[src/sv/dcmf_pkg.sv]
// Shared types and constants for the dark channel minimum filter.
// No dependencies; every other file but dcmf_ram imports this package.
package dcmf_pkg;

    localparam int DATA_W    = 8;
    localparam int CFG_W     = 11;
    localparam int CFG_IDX_W = 2;
    localparam int RAD_CFG_W = 3;

    localparam logic [DATA_W-1:0] PIX_MAX = '1;

    localparam logic CMD_PIXEL = 1'b0;
    localparam logic CMD_FLUSH = 1'b1;

    localparam logic [CFG_IDX_W-1:0] REG_IMAGE_WIDTH  = 2'd0;
    localparam logic [CFG_IDX_W-1:0] REG_IMAGE_HEIGHT = 2'd1;
    localparam logic [CFG_IDX_W-1:0] REG_PATCH_RADIUS = 2'd2;

    typedef logic [DATA_W-1:0] pix_t;

endpackage

[src/sv/dcmf_min_tree.sv]
// Balanced minimum tree over N byte values, padded with the maximum value.
// Depends on dcmf_pkg.
module dcmf_min_tree
    import dcmf_pkg::*;
#(
    parameter int N = 15
) (
    input  logic [N-1:0][DATA_W-1:0] din,
    output pix_t                     dout
);
    localparam int P = (N < 2) ? 2 : (1 << $clog2(N));

    pix_t node [2*P];

    genvar i;
    generate
        for (i = 0; i < P; i++)
        begin : g_leaf
            if (i < N)
            begin : g_used
                assign node[P+i] = din[i];
            end
            else
            begin : g_pad
                assign node[P+i] = PIX_MAX;
            end
        end
        for (i = 1; i < P; i++)
        begin : g_node
            assign node[i] = (node[2*i] < node[2*i+1]) ? node[2*i] : node[2*i+1];
        end
    endgenerate

    assign node[0] = PIX_MAX;
    assign dout    = node[1];
endmodule

[config.mk]
export PLATFORM = sky130hd
export DESIGN_NAME = dcmf_min_tree
export DESIGN_NICKNAME = d
export VERILOG_FILES = /design/src/sv/dcmf_pkg.sv /design/src/sv/dcmf_min_tree.sv
export SDC_FILE = /design/constraint.sdc
export NUM_CORES = 1
export LEC_CHECK = 0
export BUFFER_PORTS_ARGS = -buffer_cell sky130_fd_sc_hd__buf_2
export CAP_MARGIN = 20
export CORE_ASPECT_RATIO = 1.1
export CORE_UTILIZATION = 30
export DETAILED_ROUTE_END_ITERATION = 10
export GPL_TIMING_DRIVEN = 0
export PLACE_DENSITY = 0.53
export RECOVER_POWER = 100
export SYNTH_ARGS = -nofsm -noshare
export SYNTH_HDL_FRONTEND = slang
export SYNTH_SLANG_ARGS = --single-unit
[constraint.sdc]
create_clock -name vclk -period 9.3
set_clock_uncertainty 0.1 [all_clocks]
set_input_delay 0.465 -clock vclk [all_inputs]
set_output_delay 0.465 -clock vclk [all_outputs]
set_load 0.005 [all_outputs]
==> flow_summary.yaml <==
critical_path:
  crit_top_cell: "a21o_1"
  critPathCaptureType: "primary output"
  crit_start: "din[105]"
  required_ps: 8740
  max_stage_delay_ps: 680
  cp-start-kind: "input port"
  path_class: "in -> out"
  crit_arrival_ps: 7630
  crit_slowest_cell: "a211oi_1"
  crit_fanout: 10
synth:
  synth_commonest_cells: "ha_1 (92), inv_1 (86), mux2i_1 (53), nand2_1 (41), a21oi_1 (38)"
  yosys_warnings: 0
  synth_area_per_cell_um2: 7.31
  syn-instance-count: 535
  synth.most_common_cell: "ha_1"
  seq_area_frac_synth_pct: 0
  synth_top_area_share_pct: 29.4
  synth_top_area_cell: "ha_1"
  syn-cell-area_um2: 3910
  synthTopCellsByArea: "ha_1 (29%), mux2i_1 (14%), inv_1 (8.3%), a21oi_1 (4.9%), o21ai_0 (4.4%)"
  synth_nets: 747
  synth.distinct_cells: 51
finish:
  diodes: 0
  final_cells: 820
  area_growth_pct: 20.9
  seqCellArea_um2: 0
  seq_cell_count: 0
  n_clock_buffer: 0
  nNetsFinal: 877
  drive_gt1_share_pct: 23.5
grt:
  grt_use_total_pct: 14.6
  grt_pass1_vias: 4175
  grt_max_degree: 11
  overflow: 0
  grt_pass1_wl_um: 17000
  antenna_found_initial: 0
hold_path:
  holdPathStages: 6
  hold_end: "dout[1]"
  hold_start: "din[113]"
  hp-class: "in -> out"
run_status:
  status: "finished clean"
cts:
  cts_resized: 0
  hold_buffers: 0
  post-cts-setup-buffers: 0
sta:
  setup_violations: 0
  relSlewSlack_pct: 45.4
  grt_setup_unrepaired: "no"
  drv_slew: 0
  setup_tns_ps: 0
  worst_slew_pin_slew_ps: 814
  period_share_pct: 88.1
  layout_setup_ws_ps: 1110
  fmax_ghz: 0.122
  fin_crit_ps: 8190
  hold_viol_final: 0
placement:
  dp_cells: 820
  gp_congestion: 0.828
  dp_hpwl_um: 9460
  preCtsSetupSlack_ps: 1330
  io_buffers: 128
pwr:
  p_leak_nw: 2.64
  pwr_density_cell_nw_per_um2: 163
  ir_drop_v: 0.000102
  power_w: 0.000771
floorplanning:
  die_area_um2: 13500
  die_h_um: 122
  io_pins: 128
  fp.dieW_um: 111
  start_util_pct: 30.9
  core_area_um2: 12600
  std_cell_rows: 43
drt:
  vias: 4123
  routed_wl_um: 10200
  drcViolationCount: 0
  first_pass_iters: 4
  wire_per_inst_um: 12.5
  via_per_inst: 5.03
  ant_nets: 0
  drt_iter0_markers: 78
job:
  max-cap-violations: 0
kinds of logic (layout without fill, tap and decap cells):
kind of cell             Yosys count  in the layout  synth area share, %
AO/OA/AOI/OAI                    144            144                 25.2
adder cells (fa/ha/maj)           95             95                 30.2
buffers and inverters             95            223                 9.24
multiplexers                      72             72                 19.6
AND/OR/NAND/NOR                  129            129                 15.7
report_power, final:
group,total (W),switching [W],internal [W]
combinational,0.000771,0.000420,0.000351
sequential,0,0,0
clock,0,0,0
layer usage:
layer / share of wire [%] / up-vias / track usage, %
met1: 44 / 1869 / 16.5
met5: 0 / - / 0
li1: - / 2175 / -
met3: 2.9 / 6 / 0.896
met2: 52 / 73 / 30.5
met4: 1.1 / 0 / 1.42
per-stage QoR:
step / instance area (µm²) / utilization, % / hold slack (ps)
after floorplan: 3910 / - / 1150
after global placement: 4750 / 37.6 / 1440
after detailed placement: 4750 / 37.6 / 1460
after CTS: 4750 / 37.6 / 1450
after global routing: 4730 / 37.4 / 1500
final: 4730 / 37.4 / 1440
critical path, delay by kind of cell:
family,cells,cell delay (ps)
AND/OR/NAND/NOR,3,320
adder cells (fa/ha/maj),4,1200
multiplexers,2,600
AO/OA/AOI/OAI,18,3870
buffers and inverters,7,1170
placed cells by master, fill, tap and decap left out, types with 10 or more instances in the layout:
cell type	netlist	final
a211oi_1	12	13
a21o_1	11	11
a21oi_1	38	38
buf_2	1	124
clkbuf_1	6	11
ha_1	92	92
inv_1	86	86
mux2_2	15	15
mux2i_1	53	53
nand2_1	41	41
nand2b_1	10	10
nor2_1	35	35
o21a_1	15	15
o21ai_0	34	34
how the worst max path moves through the flow:
stage / slack (ps) / cells after the start / endpoint
floorplan: 2300 / 32 / dout[7]
global placement: 1410 / 34 / dout[7]
detailed placement: 1330 / 33 / dout[7]
CTS: 1320 / 33 / dout[7]
global route: 380 / 34 / dout[7]
finish: 1110 / 34 / dout[7]
cell type report:
| cell class | count | area, µm² |
|---|---|---|
| fill | 1342 | 7910 |
| multi-input combinational | 440 | 3540 |
| timing repair buffer | 128 | 634 |
| inverter | 87 | 327 |
| tap | 157 | 196 |
| buffer | 8 | 35.0 |
(Power assumes the default switching activity.)
