## config.mk

```make
export PLATFORM = sky130hd
export DESIGN_NAME = dcmf_cell
export DESIGN_NICKNAME = d
export VERILOG_FILES = /design/src/sv/dcmf_pkg.sv /design/src/sv/dcmf_cell.sv
export SDC_FILE = /design/constraint.sdc
export NUM_CORES = 1
export LEC_CHECK = 0
export BUFFER_PORTS_ARGS = -buffer_cell sky130_fd_sc_hd__buf_2
export CAP_MARGIN = 20
export CORE_AREA = 5 5 42 44
export CTS_BUF_LIST = sky130_fd_sc_hd__clkbuf_4 sky130_fd_sc_hd__clkbuf_8
export DETAILED_ROUTE_END_ITERATION = 10
export DIE_AREA = 0 0 47 49
export PLACE_DENSITY = 0.68
export SYNTH_ARGS = -nofsm -noshare
export SYNTH_HDL_FRONTEND = slang
export SYNTH_SLANG_ARGS = --single-unit
```

## constraint.sdc

```tcl
create_clock -name clk -period 1.31 [get_ports clk]
set_input_delay 0.131 -clock clk [delete_from_list [all_inputs] [get_ports clk]]
set_output_delay 0.131 -clock clk [all_outputs]
set_load 0.02 [all_outputs]
```

## src/sv/dcmf_pkg.sv

```systemverilog
// Shared types and constants for the dark channel minimum filter.
// No dependencies; every other file but dcmf_ram imports this package.
package dcmf_pkg;

    localparam int DATA_W    = 8;
    localparam int CFG_W     = 11;
    localparam int CFG_IDX_W = 2;
    localparam int RAD_CFG_W = 3;

    localparam logic [DATA_W-1:0] PIX_MAX = '1;

    localparam logic CMD_PIXEL = 1'b0;
    localparam logic CMD_FLUSH = 1'b1;

    localparam logic [CFG_IDX_W-1:0] REG_IMAGE_WIDTH  = 2'd0;
    localparam logic [CFG_IDX_W-1:0] REG_IMAGE_HEIGHT = 2'd1;
    localparam logic [CFG_IDX_W-1:0] REG_PATCH_RADIUS = 2'd2;

    typedef logic [DATA_W-1:0] pix_t;

endpackage

```

## src/sv/dcmf_cell.sv

```systemverilog
// One cell of the horizontal window chain: holds one column minimum,
// takes its neighbor's value on a shift and masks itself outside the window.
// Depends on dcmf_pkg.
module dcmf_cell
    import dcmf_pkg::*;
#(
    parameter int K  = 0,
    parameter int KW = 6
) (
    input  logic          clk,
    input  logic          rst_n,
    input  logic          shift,
    input  pix_t          d,
    input  logic [KW-1:0] klo,
    input  logic [KW-1:0] khi,
    output pix_t          q,
    output pix_t          masked
);
    localparam logic [KW-1:0] IDX = KW'(K);

    pix_t val_reg;

    always_ff @(posedge clk or negedge rst_n)
    begin
        if (!rst_n)
        begin
            val_reg <= PIX_MAX;
        end
        else if (shift)
        begin
            val_reg <= d;
        end
    end

    assign q      = val_reg;
    assign masked = (IDX >= klo && IDX <= khi) ? val_reg : PIX_MAX;
endmodule
```

==> results.yml <==
drt:
  dr.pass1.iters: 4
  routed_wl_um: 1140
  drtIter0Drc: 3
  vias: 395
  drcViolationCount: 0
  vias_per_cell: 4.59
  post_drt_wl_per_cell_um: 13.2
  ant_nets: 0
flow_run:
  drv_cap: 0
cells_and_area:
  seqCellArea_sq_um: 210
  mostFrequentLayoutCell: "buf_2"
  largest_reg_flops: 8
  diodes: 0
  layout_common_cells: "buf_2, nor3_1, nand2_1, mux2_2, dfstp_2"
  n_fill_cell: 152
  drive_above_1_share: 0.757
  stdcell_area_sq_um: 612
  syn_to_final_growth_pct: 51.4
  multiInputGateArea_sq_um: 181
  final_nets: 95
place:
  io_buffer_count: 32
  dpl_cell_area_sq_um: 579
  place_hpwl_um: 877
  place_congestion: 0.647
global_routing:
  grt_max_degree: 9
  antenna_found_initial: 0
  grt_pass1_wl_um: 1770
  grt_overflow: 0
  grt_pass1_vias: 400
  track_usage: 0.107
yosys:
  ys_ff_latch: 8
  ys_top_cells_by_area: "dfstp_2, mux2_2, nor3_1"
  yosysWarningCount: 0
  ys_seq_area_frac: 0.520
  synth_area_leader_cell: "dfstp_2"
  synth_top_area_frac: 0.520
  synth_fp_nets: 59
  synthCells: 36
  avgSynthCellArea_sq_um: 11.2
  yosysUniqueCellTypes: 8
  syn_area_sq_um: 404
die:
  coreArea_sq_um: 1400
  die_area_sq_um: 2300
  initial_core_util: 0.288
  die_x_um: 47
  dieHeight_um: 49
  io_pins: 39
  num_rows: 14
power:
  clkPwrFrac: 0.290
  power_frac_comb: 0.228
  ir_drop_mv: 0.623
  switchingPower_mw: 0.178
  power_density_nw_per_um2: 1050
  power_frac_seq: 0.482
  netSwitchingFraction: 0.278
  p_leak_nw: 0.263
  internal_power_mw: 0.462
worst_setup_path:
  start_kind: "flip-flop"
  worstPathMaxFanout: 3
  end_kind: "primary output"
  crit_type: "reg2out"
  crit_required_ps: 1180
  cp_data_arrival_time_ps: 1070
cts:
  clk_latency_ps: 250
  cts-root-buf: "clkbuf_4"
  htree_levels: 1
  clock_path_buffers: 2
  cts.sinks: 8
  clk_pin_slew_ps: 60
  cts_tree: "yes"
  cts-buffers-inserted: 3
timing:
  fin_skew_ps: 0
  fin_crit_ps: 1200
  rsz0062_at_grt: "false"
  report.final.slew_viol_count: 0
  slew_headroom: 0.863
  setup_viol: 0
  worst_pin_slew_ps: 204
  hold_viol_final: 0
  period_share: 0.917
  timing.fmax_ghz: 0.832
  fin_tns_setup_ps: 0
status:
  status: "completed"
min_path:
  hold_path_class: "in2reg"
==> metrics by stage <==
step                utilization  std cells  setup WS, ps  hold slack, ps  total power [mW]
floorplan                     -         36           366           -16.8             0.394
global placement          0.413         82           287             197             0.454
detailed placement        0.413         82           247             205             0.458
CTS                       0.437         86          97.1            99.4             0.654
global route              0.437         86          65.7             105             0.674
finish                    0.437         86           109             110             0.640
==> final cells by class <==
cell class	instances	share of cell area
Clock buffer	3	0.0368
Multi-Input combinational cell	25	0.297
Sequential cell	8	0.344
Tap cell	16	0.0327
Timing Repair Buffer	34	0.290
==> cells in the mapped netlist (all sizes together) <==
cell type and number:
dfstp 8, mux2 8, nand2 8, nor3 8
buf 2, clkbuf 1, nor4 1
==> kinds of logic (layout without fill, tap and decap cells) <==
kind of cell	Yosys count	in the layout	share of synthesized area
AND/OR/NAND/NOR	17	17	0.226
multiplexers	8	8	0.223
buffers and inverters	3	37	0.0309
flip-flops	8	8	0.520
==> critical path: stages, from the launching register on <==
cell	delay (ps)
dfstp_2	540
nor3_1	50
nand2_1	70
buf_2	160
==> routing by layer <==
metal  track usage  routed length (um)
met2         0.138                 478
met5             0                   0
met4        0.0553                   6
met1         0.154                 489
met3        0.0332                 162
==> timing repair <==
item,4_1_cts,5_1_grt
buffers inserted,0,0
hold endpoints to repair,8,0
hold buffers,1,0
resized for setup,0,0
setup endpoints to repair,0,0
==> path summary, 6_finish.rpt <==
check	startpoint	cells after the start	slack (ps)	end
hold / removal	d[1]	2	110	q[1]
setup / recovery	q[4]	3	110	masked[4]
setup reg to reg	q[6]	1	570	q[6]
min in group asynchronous	rst_n	2	460	q[4]
max in group asynchronous	rst_n	2	820	q[7]
hold reg to reg	q[0]	1	620	q[0]
==> power by group through the flow <==
stage          Combinational (mW)  Clock (mW)  Sequential, mW
6_report                    0.146       0.185           0.309
5_1_grt                     0.158       0.204           0.312
4_1_cts                     0.148       0.196           0.309
3_5_place_dp                0.146           0           0.312
3_3_place_gp                0.143           0           0.311
2_1_floorplan              0.0498           0           0.345
Power figures use the tool's default switching activity.
